**src/hdl/dr2h_pkg.sv**
```systemverilog
// Shared types, character codes and helpers for the decimal-run to hex-text converter.
package dr2h_pkg;

   // ASCII codes the converter recognizes or produces
   localparam logic [7:0] CHAR_ZERO    = 8'h30;
   localparam logic [7:0] CHAR_NINE    = 8'h39;
   localparam logic [7:0] CHAR_UPPER_A = 8'h41;
   localparam logic [7:0] CHAR_X       = 8'h78;
   localparam logic [3:0] NIB_TEN      = 4'd10;

   // Controller states
   typedef enum logic [2:0] {
      ST_IDLE,
      ST_SKIP,
      ST_PREFIX0,
      ST_PREFIXX,
      ST_DIGIT,
      ST_TAIL
   } state_type;

   // Source of the byte loaded into the output register
   typedef enum logic [1:0] {
      EMIT_ZERO,
      EMIT_X,
      EMIT_DIGIT,
      EMIT_TAIL
   } emit_sel_type;

   // Controller to datapath
   typedef struct packed {
      logic         capture;  // input transfer this cycle
      logic         skip;     // drop one leading zero nibble
      logic         emit;     // load the output register
      emit_sel_type sel;
   } cmd_type;

   // Datapath to controller
   typedef struct packed {
      logic req_digit;     // input byte is '0'..'9'
      logic req_eot;       // input byte ends the text
      logic in_run;        // a digit run is open
      logic top_zero;      // leading nibble of the shift register is zero
      logic cnt_one;       // one nibble left
      logic out_free;      // output register can take a byte
      logic tail_pending;  // the closing byte still has to follow
   } sts_type;

   // Upper-case hex character of one nibble
   function automatic logic [7:0] hex_char(input logic [3:0] nib);
      if (nib < NIB_TEN) begin
         return CHAR_ZERO + {4'd0, nib};
      end
      return CHAR_UPPER_A + {4'd0, nib - NIB_TEN};
   endfunction

endpackage

```
**src/hdl/dr2h_req_if.sv**
```systemverilog
// Input channel: one text byte and its end-of-text flag.
interface dr2h_req_if;
   logic       valid;
   logic       ready;
   logic [7:0] in_byte;
   logic       end_of_text;

   modport source (output valid, output in_byte, output end_of_text, input ready);
   modport sink   (input valid, input in_byte, input end_of_text, output ready);
endinterface

```
**src/hdl/dr2h_rsp_if.sv**
```systemverilog
// Result channel: one rewritten byte and its last-of-text flag.
interface dr2h_rsp_if;
   logic       valid;
   logic       ready;
   logic [7:0] out_byte;
   logic       out_last;

   modport source (output valid, output out_byte, output out_last, input ready);
   modport sink   (input valid, input out_byte, input out_last, output ready);
endinterface

```
**src/hdl/dr2h_ctrl.sv**
```systemverilog
// Sequencer for the converter: accepts bytes and steps through the hex emission.
module dr2h_ctrl (
   input  logic             clock,
   input  logic             reset,
   input  logic             req_valid,
   output logic             req_ready,
   input  dr2h_pkg::sts_type sts_i,
   output dr2h_pkg::cmd_type cmd_o
);
   import dr2h_pkg::*;

   state_type state_ff;
   state_type state_in;

   // State register
   always_ff @(posedge clock) begin
      if (reset) begin
         state_ff <= ST_IDLE;
      end else begin
         state_ff <= state_in;
      end
   end

   // Next state and commands
   always_comb begin
      state_in    = state_ff;
      req_ready   = 1'b0;
      cmd_o.capture = 1'b0;
      cmd_o.skip    = 1'b0;
      cmd_o.emit    = 1'b0;
      cmd_o.sel     = EMIT_TAIL;
      case (state_ff)
         ST_IDLE: begin
            req_ready = 1'b1;
            if (req_valid) begin
               cmd_o.capture = 1'b1;
               if (sts_i.req_digit) begin
                  if (sts_i.req_eot) begin
                     state_in = ST_SKIP;
                  end
               end else if (sts_i.in_run) begin
                  state_in = ST_SKIP;
               end else begin
                  state_in = ST_TAIL;
               end
            end
         end
         ST_SKIP: begin
            if (sts_i.top_zero && !sts_i.cnt_one) begin
               cmd_o.skip = 1'b1;
            end else begin
               state_in = ST_PREFIX0;
            end
         end
         ST_PREFIX0: begin
            cmd_o.sel = EMIT_ZERO;
            if (sts_i.out_free) begin
               cmd_o.emit = 1'b1;
               state_in   = ST_PREFIXX;
            end
         end
         ST_PREFIXX: begin
            cmd_o.sel = EMIT_X;
            if (sts_i.out_free) begin
               cmd_o.emit = 1'b1;
               state_in   = ST_DIGIT;
            end
         end
         ST_DIGIT: begin
            cmd_o.sel = EMIT_DIGIT;
            if (sts_i.out_free) begin
               cmd_o.emit = 1'b1;
               if (sts_i.cnt_one) begin
                  state_in = sts_i.tail_pending ? ST_TAIL : ST_IDLE;
               end
            end
         end
         ST_TAIL: begin
            cmd_o.sel = EMIT_TAIL;
            if (sts_i.out_free) begin
               cmd_o.emit = 1'b1;
               state_in   = ST_IDLE;
            end
         end
         default: begin
            state_in = ST_IDLE;
         end
      endcase
   end

   // A skip never runs past the last nibble
   assert property (@(posedge clock) disable iff (reset)
      cmd_o.skip |-> !sts_i.cnt_one)
      else $error("leading-zero skip on the last nibble");

   // After the final hex digit of a text-ending run the sequencer is idle again
   assert property (@(posedge clock) disable iff (reset)
      (state_ff == ST_DIGIT && cmd_o.emit && sts_i.cnt_one && !sts_i.tail_pending)
      |=> (state_ff == ST_IDLE))
      else $error("sequencer did not return to idle after the last digit");

endmodule

```
**src/hdl/dr2h_dpath.sv**
```systemverilog
// Datapath: run accumulator, hex shift register, nibble counter and output register.
module dr2h_dpath #(
   parameter int VALUE_WIDTH = 32
) (
   input  logic              clock,
   input  logic              reset,
   input  dr2h_pkg::cmd_type cmd_i,
   output dr2h_pkg::sts_type sts_o,
   input  logic [7:0]        in_byte,
   input  logic              end_of_text,
   input  logic              out_ready,
   output logic              out_valid,
   output logic [7:0]        out_byte,
   output logic              out_last
);
   import dr2h_pkg::*;

   localparam int NIB  = (VALUE_WIDTH + 3) / 4;
   localparam int SHW  = NIB * 4;
   localparam int CNTW = $clog2(NIB + 1);

   logic [VALUE_WIDTH-1:0] run_value_ff;
   logic                   in_run_ff;
   logic [SHW-1:0]         shift_ff;
   logic [CNTW-1:0]        cnt_ff;
   logic [7:0]             held_byte_ff;
   logic                   held_eot_ff;
   logic                   held_digit_ff;
   logic                   out_valid_ff;
   logic [7:0]             out_byte_ff;
   logic                   out_last_ff;

   logic                   req_digit;
   logic                   out_free;
   logic                   cnt_one;
   logic [3:0]             top_nib;
   logic [VALUE_WIDTH-1:0] acc_value;
   logic [VALUE_WIDTH-1:0] close_value;
   logic [7:0]             emit_byte;
   logic                   emit_last;

   // Classify the input byte and form value * 10 + digit
   always_comb begin
      req_digit   = in_byte inside {[CHAR_ZERO:CHAR_NINE]};
      acc_value   = (run_value_ff << 3) + (run_value_ff << 1)
                    + VALUE_WIDTH'(in_byte[3:0]);
      close_value = req_digit ? acc_value : run_value_ff;
   end

   assign out_free = !out_valid_ff || out_ready;
   assign cnt_one  = (cnt_ff == CNTW'(1));
   assign top_nib  = shift_ff[SHW-1 -: 4];

   // Run state: accumulate digits, clear when a run closes
   always_ff @(posedge clock) begin
      if (reset) begin
         run_value_ff <= '0;
         in_run_ff    <= 1'b0;
      end else if (cmd_i.capture) begin
         if (req_digit && !end_of_text) begin
            run_value_ff <= acc_value;
            in_run_ff    <= 1'b1;
         end else begin
            run_value_ff <= '0;
            in_run_ff    <= 1'b0;
         end
      end
   end

   // Hold the closing byte; load and advance the hex shift register
   always_ff @(posedge clock) begin
      if (cmd_i.capture) begin
         held_byte_ff  <= in_byte;
         held_eot_ff   <= end_of_text;
         held_digit_ff <= req_digit;
         shift_ff      <= SHW'(close_value);
         cnt_ff        <= CNTW'(NIB);
      end else if (cmd_i.skip || (cmd_i.emit && cmd_i.sel == EMIT_DIGIT)) begin
         shift_ff <= shift_ff << 4;
         cnt_ff   <= cnt_ff - CNTW'(1);
      end
   end

   // Select the next output byte
   always_comb begin
      emit_byte = held_byte_ff;
      emit_last = 1'b0;
      case (cmd_i.sel)
         EMIT_ZERO:  emit_byte = CHAR_ZERO;
         EMIT_X:     emit_byte = CHAR_X;
         EMIT_DIGIT: begin
            emit_byte = hex_char(top_nib);
            emit_last = cnt_one && held_digit_ff;
         end
         EMIT_TAIL: begin
            emit_byte = held_byte_ff;
            emit_last = held_eot_ff;
         end
         default: begin
            emit_byte = held_byte_ff;
            emit_last = 1'b0;
         end
      endcase
   end

   // Output register: load on emit, drop on transfer
   always_ff @(posedge clock) begin
      if (reset) begin
         out_valid_ff <= 1'b0;
      end else begin
         out_valid_ff <= cmd_i.emit || (out_valid_ff && !out_ready);
      end
   end

   always_ff @(posedge clock) begin
      if (cmd_i.emit) begin
         out_byte_ff <= emit_byte;
         out_last_ff <= emit_last;
      end
   end

   assign out_valid = out_valid_ff;
   assign out_byte  = out_byte_ff;
   assign out_last  = out_last_ff;

   // Status to the controller
   always_comb begin
      sts_o.req_digit    = req_digit;
      sts_o.req_eot      = end_of_text;
      sts_o.in_run       = in_run_ff;
      sts_o.top_zero     = (top_nib == 4'd0);
      sts_o.cnt_one      = cnt_one;
      sts_o.out_free     = out_free;
      sts_o.tail_pending = !held_digit_ff;
   end

   // Never overwrite a byte that has not been transferred
   assert property (@(posedge clock) disable iff (reset)
      cmd_i.emit |-> out_free)
      else $error("output register overwritten before transfer");

   // With no run open the accumulator is zero
   assert property (@(posedge clock) disable iff (reset)
      !in_run_ff |-> (run_value_ff == '0))
      else $error("run value not cleared outside a run");

   // The nibble counter never underflows
   assert property (@(posedge clock) disable iff (reset)
      (cmd_i.skip || (cmd_i.emit && cmd_i.sel == EMIT_DIGIT)) |-> (cnt_ff != '0))
      else $error("nibble counter underflow");

endmodule

```
**src/hdl/decimal_runs_to_hex_text.sv**
```systemverilog
// Top level: rewrites decimal digit runs in a byte stream as 0x-prefixed hex text.
//
//   Channel   Role     Handshake     Payload
//   req_chan  sink     valid/ready   in_byte[7:0], end_of_text
//   rsp_chan  source   valid/ready   out_byte[7:0], out_last
//
// A digit that does not end the text is accumulated and leaves the sequencer
// idle. Closing a run takes the transfer, drops leading zero nibbles from the
// shift register in the skip state (at most NIB-1, NIB = ceil(VALUE_WIDTH/4)),
// leaves the skip state, then emits each byte ("0", "x", digits, and the
// closing byte unless the run ends the text) through the single output register.
// A pass-through byte with no open run goes through the tail state. Output stalls hold the
// sequencer in its emit state; input is taken only while the sequencer is idle.
// Reset is synchronous and clears the open run and the output register.
module decimal_runs_to_hex_text #(
   parameter int VALUE_WIDTH = 32
) (
   input logic        clock,
   input logic        reset,
   dr2h_req_if.sink   req_chan,
   dr2h_rsp_if.source rsp_chan
);
   import dr2h_pkg::*;

   cmd_type cmd;
   sts_type sts;

   dr2h_ctrl u_ctrl (
      .clock     (clock),
      .reset     (reset),
      .req_valid (req_chan.valid),
      .req_ready (req_chan.ready),
      .sts_i     (sts),
      .cmd_o     (cmd)
   );

   dr2h_dpath #(
      .VALUE_WIDTH (VALUE_WIDTH)
   ) u_dpath (
      .clock       (clock),
      .reset       (reset),
      .cmd_i       (cmd),
      .sts_o       (sts),
      .in_byte     (req_chan.in_byte),
      .end_of_text (req_chan.end_of_text),
      .out_ready   (rsp_chan.ready),
      .out_valid   (rsp_chan.valid),
      .out_byte    (rsp_chan.out_byte),
      .out_last    (rsp_chan.out_last)
   );

endmodule

```
**src/flat_wrapper.sv**
```systemverilog
// flat-port wrapper written by rule: the top's interface ports become plain ports
module decimal_runs_to_hex_text_flat import dr2h_pkg::*;
#(
   parameter int VALUE_WIDTH = 32
)
  (clock, reset, req_chan_valid, req_chan_in_byte, req_chan_end_of_text, req_chan_ready, rsp_chan_valid, rsp_chan_out_byte, rsp_chan_out_last, rsp_chan_ready);
  dr2h_req_if req_chan_i ();
  dr2h_rsp_if rsp_chan_i ();
  input logic clock;
  input logic reset;
  input wire logic [$bits(req_chan_i.valid)-1:0] req_chan_valid;
  input wire logic [$bits(req_chan_i.in_byte)-1:0] req_chan_in_byte;
  input wire logic [$bits(req_chan_i.end_of_text)-1:0] req_chan_end_of_text;
  output wire logic [$bits(req_chan_i.ready)-1:0] req_chan_ready;
  output wire logic [$bits(rsp_chan_i.valid)-1:0] rsp_chan_valid;
  output wire logic [$bits(rsp_chan_i.out_byte)-1:0] rsp_chan_out_byte;
  output wire logic [$bits(rsp_chan_i.out_last)-1:0] rsp_chan_out_last;
  input wire logic [$bits(rsp_chan_i.ready)-1:0] rsp_chan_ready;
  assign req_chan_i.valid = req_chan_valid;
  assign req_chan_i.in_byte = req_chan_in_byte;
  assign req_chan_i.end_of_text = req_chan_end_of_text;
  assign req_chan_ready = req_chan_i.ready;
  assign rsp_chan_valid = rsp_chan_i.valid;
  assign rsp_chan_out_byte = rsp_chan_i.out_byte;
  assign rsp_chan_out_last = rsp_chan_i.out_last;
  assign rsp_chan_i.ready = rsp_chan_ready;
  decimal_runs_to_hex_text #(.VALUE_WIDTH(VALUE_WIDTH)) u_core (.clock(clock), .reset(reset), .req_chan(req_chan_i), .rsp_chan(rsp_chan_i));
endmodule
```
**config.mk**
```make
export PLATFORM = sky130hd
export DESIGN_NAME = decimal_runs_to_hex_text_flat
export DESIGN_NICKNAME = d
export VERILOG_FILES = /design/src/hdl/dr2h_pkg.sv /design/src/hdl/dr2h_req_if.sv /design/src/hdl/dr2h_rsp_if.sv /design/src/hdl/dr2h_ctrl.sv /design/src/hdl/dr2h_dpath.sv /design/src/hdl/decimal_runs_to_hex_text.sv /design/src/flat_wrapper.sv
export SDC_FILE = /design/constraint.sdc
export NUM_CORES = 1
export LEC_CHECK = 0
export BUFFER_PORTS_ARGS = -buffer_cell sky130_fd_sc_hd__buf_2
export CAP_MARGIN = 20
export CORE_AREA = 2 2 109 111
export CTS_CLUSTER_SIZE = 24
export DETAILED_ROUTE_END_ITERATION = 8
export DIE_AREA = 0 0 111 113
export PLACE_DENSITY = 0.73
export SLEW_MARGIN = 20
export SYNTH_ARGS = -nofsm -noshare
export SYNTH_HDL_FRONTEND = slang
export SYNTH_SLANG_ARGS = --single-unit
```
**constraint.sdc**
```tcl
create_clock -name clock -period 4.6 [get_ports clock]
set_input_delay 0.46 -clock clock [delete_from_list [all_inputs] [get_ports clock]]
set_output_delay 0.46 -clock clock [all_outputs]
set_load 0.005 [all_outputs]
```
==> impl_metrics.csv, run 1 <==
group,metric,value,unit
worst_setup_path,cp.required,4.71,ns
detailed_routing,wl,15100,um
power_and_ir_drop,irDropWorstVdd,392.1,uV
flow_run,maxCapViolCount,0,
power_and_ir_drop,p_sw_share,34.32,%
synth,syn-num-nets,759,
clocking,clkSinkCount,92,
sta,fmax,317.4,MHz
detailed_routing,ant_nets,0,
worst_setup_path,cp_data_arrival_time,3.26,ns
run_status,outcome,"completed",
detailed_routing,vias,5198,
grt,overflow,0,
worst_setup_path,cp.buffers_inverters,1,
sta,rsz0062_at_grt,"false",
detailed_routing,via_per_inst,6.248,
worst_setup_path,cpMostUsedCell,"fa_1",
clocking,cts-root-buf,"clkbuf_16",
synth,synth_async_sr_flop_share,0,%
detailed_routing,wl_per_cell,18.15,um
power_and_ir_drop,cellPowerDensity,445.3,nW/um^2
detailed_routing,wl_met1,6852,um
synth,post-synth-top-area-cell,"edfxtp_1",
worst_setup_path,end_kind,"flop",
worst_setup_path,ff2ff_path_depth,11,
cells_and_area,layout.core_utilization,60.05,%
power_and_ir_drop,p_seq_share,45.8,%
detailed_routing,drtIter0Drc,342,
synth,ys_seq_area_share,37.41,%
synth,yosysMostFrequentCell,"nand2_1",
sta,slew_headroom,31.82,%
synth,synth_commonest_cells,"93 x nand2_1, 64 x ha_1, 61 x nor2_1",
placed_design,placed_cell_area,6461,um^2
floorplan,io_pins,24,
floorplan,start_util,55.79,%
floorplan,core_area,11270,um^2
worst_setup_path,cpPeakStageDelay,0.51,ns
sta,setup_violations,0,
power_and_ir_drop,p_sw,1.034,mW
floorplan,fp.dieH,113,um
floorplan,die_x,111,um
synth,synth.cell_area,6289,um^2
power_and_ir_drop,leakagePower,2.872,nW
power_and_ir_drop,comb_power_share,28.3,%
worst_setup_path,r2r_end,"u_core.u_dpath.shift_ff[30]",
placed_design,post-place-ws,1.261,ns
synth,synth_flop_cell,"edfxtp_1",
grt,grt_max_degree,43,
clocking,cts_tree,"built",
synth,yosys_warnings,0,
clocking,clk_pin_slew,0.07,ns
grt,grt_pass1_wl,24690,um
worst_setup_path,critPathKind,"flop to flop",
worst_setup_path,critical_path.endpoint,"u_core.u_dpath.shift_ff[30]",
cells_and_area,final_area,6769,um^2
grt,grt_use_total,24.51,%
worst_setup_path,crit_slowest_cell,"fa_1",
sta,worst_slack,1.450,ns
clocking,clock_latency,0.36,ns
clocking,ctsHoldBuffers,0,
hold_path,hold_path_class,"input pin to flop",
clocking,post_cts_buffers,0,
sta,period_share,68.48,%
sta,fin_skew,0.008143,ns
detailed_routing,drc_errors,0,
detailed_routing,highest_layer,"met4",
sta,post-route-min-period,3.150,ns
worst_setup_path,crit_family,"compound AO/OA/AOI/OAI gates",
power_and_ir_drop,clockPowerShare,25.9,%
synth,synthCells,680,
grt,antenna_found_initial,0,
synth,synth_area_leaders,"edfxtp_1 24%, dfxtp_1 13%, ha_1 13%",
sta,tns,0,ns
clocking,post_cts_resized,0,
cells_and_area,nets,763,
worst_setup_path,crit_chain,"inv_1 -> fa_1 -> fa_1 -> nand2b_1 -> a21oi_2 -> o211ai_2 -> nand3_4 -> a21oi_4 -> o311ai_4 -> mux2i_1 -> a221o_1",
worst_setup_path,crit_start,"u_core.u_dpath.run_value_ff[0]",
worst_setup_path,path_depth,11,
detailed_routing,wl_met3,540,um
synth,synth.avg_cell_area,9.248,um^2
clocking,cts_buffers,9,
placed_design,numPortBuffers,23,
floorplan,rows,39,
placed_design,gp_congestion,0.9234,
sta,finalHoldViolCount,0,
floorplan,dieArea,12540,um^2
grt,first_global_vias,4997,
clocking,cts_buffer_depth,2,
cells_and_area,n_antenna_cell,0,
cells_and_area,drive_gt1_share,11.47,%
synth,synth_seq_cells,92,
clocking,cts_max_level,3,
worst_setup_path,r2r_start,"u_core.u_dpath.run_value_ff[0]",
worst_setup_path,r2r_setup_slack,1.45,ns
cells_and_area,syn_to_final_growth,7.640,%
detailed_routing,drt-pass1-iter-count,5,
sta,worstMarginPinSlew,1.019,ns
placed_design,place_hpwl,10970,um
synth,ys_types,77,
worst_setup_path,crit_fanout,5,
detailed_routing,wl_met2,7226,um
sta,drv_slew,0,
worst_setup_path,start_kind,"flop",
synth,yosysTopAreaCellShare,24.35,%
power_and_ir_drop,internal_power,1.980,mW
synth,synth_edf_count,51,
==> power groups by stage <==
stage / clock (mW) / combinational (mW) / sequential, mW
floorplan: 0 / 0.624 / 1.33
global placement: 0 / 0.825 / 1.39
detailed placement: 0 / 0.852 / 1.39
CTS: 0.792 / 0.858 / 1.38
global route: 0.819 / 0.963 / 1.40
finish: 0.780 / 0.853 / 1.38
==> metrics by stage <==
| stage | instances | total power, mW | hold WS [ns] |
|---|---|---|---|
| 4_1_cts | 832 | 3.029 | 0.2830 |
| 3_3_place_gp | 816 | 2.214 | 0.4750 |
| 6_report | 832 | 3.014 | 0.2932 |
| 2_1_floorplan | 680 | 1.957 | 0.4585 |
| 5_1_grt | 832 | 3.185 | 0.2845 |
| 3_5_place_dp | 816 | 2.247 | 0.4829 |
==> layer usage <==
| metal | up-vias | global-route usage, % |
|---|---|---|
| met5 | - | 0 |
| met4 | 0 | 12.83 |
| met3 | 32 | 2.410 |
| met2 | 127 | 41.06 |
| met1 | 2535 | 31.73 |
| li1 | 2504 | - |
==> worst min path at each step <==
stage | start | end | slack, ns | cells after the start
final | req_chan_in_byte[7] | u_core.u_dpath.held_byte_ff[7] | 0.29 | 1
after global routing | req_chan_in_byte[5] | u_core.u_dpath.held_byte_ff[5] | 0.28 | 1
after CTS | req_chan_in_byte[7] | u_core.u_dpath.held_byte_ff[7] | 0.28 | 1
after detailed placement | u_core.u_dpath.in_run_ff | u_core.u_dpath.in_run_ff | 0.48 | 2
after global placement | u_core.u_dpath.in_run_ff | u_core.u_dpath.in_run_ff | 0.48 | 2
after floorplan | u_core.u_dpath.in_run_ff | u_core.u_dpath.in_run_ff | 0.46 | 2
==> sequential cells by signal, summed over array words and instances (netlist names) <==
name / count
u_core.u_ctrl.state_ff: 3
u_core.u_dpath.in_run_ff: 1
u_core.u_dpath.run_value_ff: 32
u_core.u_dpath.cnt_ff: 4
u_core.u_dpath.out_last: 1
u_core.u_dpath.held_digit_ff: 1
u_core.u_dpath.shift_ff: 32
u_core.u_dpath.out_byte: 8
u_core.u_dpath.held_byte_ff: 8
u_core.u_dpath.held_eot_ff: 1
u_core.u_dpath.out_valid: 1
==> layout make-up <==
| cell class | count | area (um^2) |
|---|---|---|
| sequential | 92 | 2352 |
| tap | 143 | 178.9 |
| clock inverter | 6 | 78.83 |
| fill | 966 | 4503 |
| clock buffer | 10 | 229.0 |
| timing repair buffer | 29 | 160.2 |
| multi-input combinational | 521 | 3654 |
| inverter | 31 | 116.4 |
==> cells by family after synthesis <==
group                    share of synthesized area, %
AND/OR/NAND/NOR                                 16.36
buffers and inverters                           4.576
multiplexers                                    1.134
AO/OA/AOI/OAI                                   22.42
flip-flops                                      37.41
adder cells (fa/ha/maj)                         13.37
XOR/XNOR                                        4.735
==> cell usage in the layout, fill, tap and decap left out, types with 4 or more instances in the layout <==
cell and n:
a211oi_1 4, a21oi_1 50, a21oi_2 9, a22o_1 20
a22oi_1 19, a31oi_1 17, buf_2 23, buf_4 6
clkbuf_16 9, dfxtp_1 41, edfxtp_1 51, ha_1 64
inv_1 29, mux2i_1 6, nand2_1 93, nand2b_1 8
nand3_1 10, nand4_1 11, nor2_1 61, nor3_1 8
o211ai_1 6, o211ai_2 4, o21ai_0 27, xnor2_1 23
xor2_1 11
==> worst register-to-register path: stages (launching register included) <==
cell and delay [ns]:
dfxtp_1 0.38, inv_1 0.07, fa_1 0.51, fa_1 0.46
nand2b_1 0.19, a21oi_2 0.19, o211ai_2 0.17, nand3_4 0.14
a21oi_4 0.08, o311ai_4 0.32, mux2i_1 0.12, a221o_1 0.26
(Power assumes the default switching activity.)
==> run 2, diff against run 1 <==
--- a/config.mk
+++ b/config.mk
@@ -11,7 +11,7 @@
 export CTS_CLUSTER_SIZE = 24
 export DETAILED_ROUTE_END_ITERATION = 8
 export DIE_AREA = 0 0 111 113
-export PLACE_DENSITY = 0.73
+export PLACE_DENSITY = 0.75
 export SLEW_MARGIN = 20
 export SYNTH_ARGS = -nofsm -noshare
 export SYNTH_HDL_FRONTEND = slang
==> constraint.sdc (replaced) <==
create_clock -name clock -period 2.58 [get_ports clock]
set_input_delay 0.258 -clock clock [delete_from_list [all_inputs] [get_ports clock]]
set_output_delay 0.258 -clock clock [all_outputs]
set_load 0.005 [all_outputs]
==> impl_metrics.csv, run 2 (synthesis results as in run 1) <==
group,metric,value,unit
run_status,outcome,"finished, violations left",
run_status,violations,"setup timing",
floorplan,fp.dieH,113,um
floorplan,rows,39,
sta,holdWs,0.09300,ns
sta,fin_skew,0.007643,ns
power_and_ir_drop,irDropWorstVdd,614.4,uV
clocking,cts_max_level,3,
clocking,clkSinkCount,92,
floorplan,start_util,55.79,%
power_and_ir_drop,comb_power_share,32.1,%
floorplan,core_area,11270,um^2
grt,antenna_found_initial,0,
worst_setup_path,end_kind,"flop",
worst_setup_path,crit_fanout,4,
worst_setup_path,crit_slowest_cell,"fa_2",
worst_setup_path,cpPeakStageDelay,0.58,ns
sta,finalHoldViolCount,0,
worst_setup_path,critPathKind,"flop to flop",
clocking,cts-root-buf,"clkbuf_16",
power_and_ir_drop,leakagePower,3.696,nW
detailed_routing,wl_met1,7821,um
floorplan,die_x,111,um
flow_run,maxCapViolCount,0,
placed_design,placed_cell_area,7358,um^2
worst_setup_path,ff2ff_path_depth,13,
worst_setup_path,r2r_setup_slack,-0.33,ns
power_and_ir_drop,p_seq_share,44.4,%
grt,grt_pass1_wl,29650,um
cells_and_area,reg_top3,"u_core.u_dpath.run_value_ff x32, u_core.u_dpath.shift_ff x32",
detailed_routing,drt-pass1-iter-count,7,
power_and_ir_drop,p_sw_share,36.02,%
cells_and_area,layout_commonest_cell,"buf_4",
placed_design,place_hpwl,13050,um
worst_setup_path,r2r_start,"u_core.u_dpath.run_value_ff[2]",
placed_design,gp_congestion,0.9614,
detailed_routing,drtIter0Drc,613,
detailed_routing,vias,6107,
detailed_routing,wl_per_cell,20.57,um
hold_path,hold_depth,1,
sta,worstMarginPinSlew,1.099,ns
floorplan,dieArea,12540,um^2
hold_path,hold_path_class,"input pin to flop",
detailed_routing,drc_errors,0,
detailed_routing,highest_layer,"met4",
grt,grt_max_degree,33,
sta,worst_slack,-0.3308,ns
clocking,cts_tree,"built",
detailed_routing,via_per_inst,6.289,
worst_setup_path,cp.required,2.79,ns
floorplan,io_pins,24,
placed_design,numPortBuffers,23,
detailed_routing,ant_nets,0,
sta,drv_slew,0,
clocking,cts_buffers,9,
cells_and_area,final_area,8416,um^2
cells_and_area,nets,902,
worst_setup_path,cp_data_arrival_time,3.12,ns
worst_setup_path,cpMostUsedCell,"inv_2",
detailed_routing,wl_met2,10020,um
sta,rsz0062_at_grt,"true",
grt,overflow,0,
clocking,clk_pin_slew,0.07,ns
cells_and_area,final_cell_mix,"133 x buf_4, 90 x nand2_1, 60 x nor2_1",
power_and_ir_drop,power,5.443,mW
sta,post-route-min-period,2.911,ns
detailed_routing,wl,19970,um
cells_and_area,drive_gt1_share,36.47,%
cells_and_area,n_antenna_cell,0,
grt,grt_use_total,29.74,%
placed_design,post-place-ws,-0.3865,ns
clocking,clock_latency,0.36,ns
sta,fmax,343.5,MHz
clocking,cts_buffer_depth,2,
power_and_ir_drop,clockPowerShare,23.5,%
sta,period_share,112.8,%
worst_setup_path,crit_chain,"inv_2 -> fa_2 -> inv_2 -> ha_4 -> a21oi_4 -> o211ai_4 -> nand3_1 -> nand3_2 -> o21ai_4 -> buf_6 -> nor4_4 -> mux2_4 -> o21ai_2",
sta,setup_violations,40,
power_and_ir_drop,internal_power,3.482,mW
cells_and_area,syn_to_final_growth,33.82,%
sta,slew_headroom,26.44,%
grt,first_global_vias,6002,
worst_setup_path,start_kind,"flop",
worst_setup_path,r2r_end,"u_core.u_dpath.shift_ff[31]",
detailed_routing,wl_met3,1262,um
power_and_ir_drop,p_sw,1.960,mW
hold_path,hp-start,"req_chan_in_byte[5]",
hold_path,holdPathEnd,"u_core.u_dpath.held_byte_ff[5]",
power_and_ir_drop,cellPowerDensity,646.7,nW/um^2
## run 2: timing repair
item	4_1_cts	5_1_grt
buffers inserted	15	11
hold buffers	0	0
pin swaps	39	44
gates resized for setup	48	67
endpoints found under the hold margin	0	0
endpoints found under the setup margin	44	81
## run 2: worst max-delay path by stage
stage,depth (start not counted),from,to,slack [ns]
final,13,u_core.u_dpath.run_value_ff[2],u_core.u_dpath.shift_ff[31],-0.33
after global routing,13,u_core.u_dpath.run_value_ff[2],u_core.u_dpath.shift_ff[31],-0.38
after CTS,13,u_core.u_dpath.run_value_ff[0],u_core.u_dpath.shift_ff[23],-0.27
after detailed placement,12,req_chan_in_byte[3],u_core.u_dpath.shift_ff[28],-0.39
after global placement,12,req_chan_in_byte[3],u_core.u_dpath.shift_ff[28],-0.32
after floorplan,11,u_core.u_dpath.run_value_ff[2],u_core.u_dpath.shift_ff[30],-0.13
## run 2: final cells by class
cell class / instances / area (um^2)
clock buffer: 9 / 225.2
multi-input combinational: 521 / 4233
inverter: 31 / 116.4
timing repair buffer: 168 / 1249
tap: 143 / 178.9
clock inverter: 7 / 48.80
sequential: 92 / 2365
fill: 739 / 2856
## run 2: metal layers
layer / GRT usage, % / vias up
met1: 36.26 / 2961
li1: - / 2786
met3: 3.910 / 74
met5: 0 / -
met2: 52.52 / 286
met4: 14.00 / 0
## run 2: power groups by stage
stage	logic (mW)	registers, mW	clock network [mW]
floorplan	1.11	2.38	0
finish	1.75	2.42	1.28
detailed placement	1.68	2.44	0
CTS	1.70	2.42	1.28
global route	1.92	2.45	1.34
global placement	1.59	2.43	0
## run 2: critical path, delay by kind of cell (launching register included)
kind	cells	cell delay, ns
mux	1	0.33
flops	1	0.33
simple gates	3	0.47
fa+ha+maj	2	0.84
buf+inv	3	0.24
compound gates	4	0.54
## run 2: per-stage QoR
stage | TNS (ns) | utilization (%) | std cells
after floorplan | -0.3225 | - | 680
after global placement | -6.593 | 65.28 | 933
after detailed placement | -8.825 | 65.28 | 933
after CTS | -5.388 | 70.83 | 961
after global routing | -9.270 | 74.66 | 971
final | -5.150 | 74.66 | 971
==> run 3, diff against run 2 <==
--- a/config.mk
+++ b/config.mk
@@ -11,7 +11,7 @@
 export CTS_CLUSTER_SIZE = 24
 export DETAILED_ROUTE_END_ITERATION = 8
 export DIE_AREA = 0 0 111 113
-export PLACE_DENSITY = 0.75
+export PLACE_DENSITY = 0.8
 export SLEW_MARGIN = 20
 export SYNTH_ARGS = -nofsm -noshare
 export SYNTH_HDL_FRONTEND = slang
==> impl_metrics.csv, run 3 (synthesis results as in run 1) <==
group,metric,value,unit
grt,antenna_found_initial,0,
flow_run,maxCapViolCount,0,
sta,worst_slack,-0.2615,ns
power_and_ir_drop,cellPowerDensity,655.4,nW/um^2
clocking,clk_pin_slew,0.08,ns
power_and_ir_drop,irDropWorstVdd,578.6,uV
placed_design,post-place-ws,-0.3501,ns
detailed_routing,drc_errors,0,
sta,fmax,351.9,MHz
grt,use_met2,52.76,%
detailed_routing,drt-pass1-iter-count,5,
worst_setup_path,ff2ff_path_depth,12,
cells_and_area,reg_top3,"u_core.u_dpath.run_value_ff x32, u_core.u_dpath.shift_ff x32",
clocking,cts_buffers,9,
worst_setup_path,cp.required,2.78,ns
placed_design,numPortBuffers,23,
cells_and_area,layout.core_utilization,73.97,%
worst_setup_path,start_kind,"flop",
worst_setup_path,r2r_setup_slack,-0.26,ns
cells_and_area,nets,896,
sta,post-route-min-period,2.842,ns
clocking,cts_buffer_depth,2,
sta,drv_slew,0,
power_and_ir_drop,leakagePower,3.662,nW
detailed_routing,ant_nets,0,
detailed_routing,vias,6060,
grt,overflow,0,
worst_setup_path,crit_fanout,4,
cells_and_area,syn_to_final_growth,32.59,%
sta,holdWs,0.09067,ns
cells_and_area,drive_gt1_share,35.40,%
floorplan,dieArea,12540,um^2
sta,rsz0062_at_grt,"true",
floorplan,start_util,55.79,%
cells_and_area,final_cell_mix,"128 x buf_4, 91 x nand2_1, 61 x nor2_1",
grt,met3_usage,5.410,%
floorplan,io_pins,24,
cells_and_area,layout_commonest_cell,"buf_4",
clocking,clock_latency,0.36,ns
sta,slew_headroom,29.68,%
clocking,cts-root-buf,"clkbuf_16",
hold_path,hold_depth,1,
sta,setup_violations,39,
detailed_routing,via_per_inst,6.280,
sta,period_share,110.1,%
grt,busiest_layer,"met2",
detailed_routing,wl,19780,um
hold_path,hold_path_class,"input pin to flop",
detailed_routing,drtIter0Drc,522,
sta,worstMarginPinSlew,1.051,ns
worst_setup_path,end_kind,"flop",
worst_setup_path,critPathKind,"flop to flop",
worst_setup_path,r2r_end,"u_core.u_dpath.shift_ff[21]",
clocking,clkSinkCount,92,
clocking,cts_max_level,3,
placed_design,placed_cell_area,7306,um^2
hold_path,holdPathEnd,"u_core.u_dpath.held_byte_ff[6]",
cells_and_area,n_antenna_cell,0,
grt,use_met1,35.88,%
sta,finalHoldViolCount,0,
floorplan,fp.dieH,113,um
run_status,outcome,"finished, violations left",
placed_design,place_hpwl,12820,um
grt,first_global_vias,6141,
detailed_routing,wl_per_cell,20.49,um
run_status,violations,"setup timing",
cells_and_area,final_area,8338,um^2
grt,grt_use_total,29.80,%
placed_design,gp_congestion,0.9271,
floorplan,rows,39,
clocking,ctsHoldBuffers,0,
floorplan,core_area,11270,um^2
clocking,cts_tree,"built",
hold_path,hp-start,"req_chan_in_byte[6]",
grt,grt_max_degree,41,
worst_setup_path,cp_data_arrival_time,3.04,ns
floorplan,die_x,111,um
sta,fin_skew,0.01046,ns
worst_setup_path,r2r_start,"u_core.u_dpath.run_value_ff[2]",
grt,grt_pass1_wl,30160,um
[run 3: cell types whose count changed in the layout (fill, tap and decap cells not counted), sizes merged]
cell / before / now
buf: 168 / 162
clkinv: 4 / 3
inv: 33 / 34
[run 3: layer usage]
metal  wire length, um  vias up
met4               779        0
met3              1484       78
met5                 0        -
met2             10020      329
met1              7492     2892
li1                  -     2761
[run 3: worst max path at each step]
stage,startpoint,to,cells after the start
3_5_place_dp,req_chan_in_byte[3],u_core.u_dpath.shift_ff[18],13
5_1_grt,u_core.u_dpath.run_value_ff[2],u_core.u_dpath.shift_ff[28],11
2_1_floorplan,u_core.u_dpath.run_value_ff[2],u_core.u_dpath.shift_ff[30],11
4_1_cts,u_core.u_dpath.run_value_ff[0],u_core.u_dpath.shift_ff[27],12
3_3_place_gp,req_chan_in_byte[3],u_core.u_dpath.shift_ff[30],12
6_report,u_core.u_dpath.run_value_ff[2],u_core.u_dpath.shift_ff[21],12
[run 3: final cells by class]
| type | instances | area (um^2) |
|---|---|---|
| fill | 712 | 2934 |
| clock inverter | 7 | 65.06 |
| tap | 143 | 178.9 |
| sequential | 92 | 2369 |
| timing repair buffer | 162 | 1200 |
| multi-input combinational | 521 | 4184 |
| inverter | 31 | 116.4 |
| clock buffer | 9 | 225.2 |
[run 3: worst max-delay path, stage by stage (launching register included)]
cell	delay, ns
dfxtp_2	0.34
inv_2	0.04
fa_1	0.55
inv_1	0.09
ha_4	0.28
a21oi_4	0.06
o211ai_2	0.24
nand2_2	0.17
o31ai_4	0.35
a21oi_2	0.11
xnor2_1	0.22
nand2_1	0.08
a31oi_1	0.17
[run 3: metrics by stage]
| step | total power [mW] | cells | setup TNS [ns] |
|---|---|---|---|
| CTS | 5.403 | 959 | -2.923 |
| detailed placement | 4.096 | 926 | -7.650 |
| global placement | 4.004 | 926 | -5.459 |
| global route | 5.737 | 965 | -7.823 |
| floorplan | 3.490 | 680 | -0.3225 |
| finish | 5.465 | 965 | -5.005 |
[run 3: timing repair]
item,CTS,global route
buffers inserted,17,7
endpoints found under the setup margin,42,48
pin swaps,49,42
gates resized for setup,47,50
[run 3: power breakdown]
group / total [mW] / switching [mW] / internal (mW)
Clock: 1.32 / 0.641 / 0.678
Combinational: 1.74 / 1.14 / 0.600
Sequential: 2.41 / 0.191 / 2.22
Total: 5.46 / 1.97 / 3.49
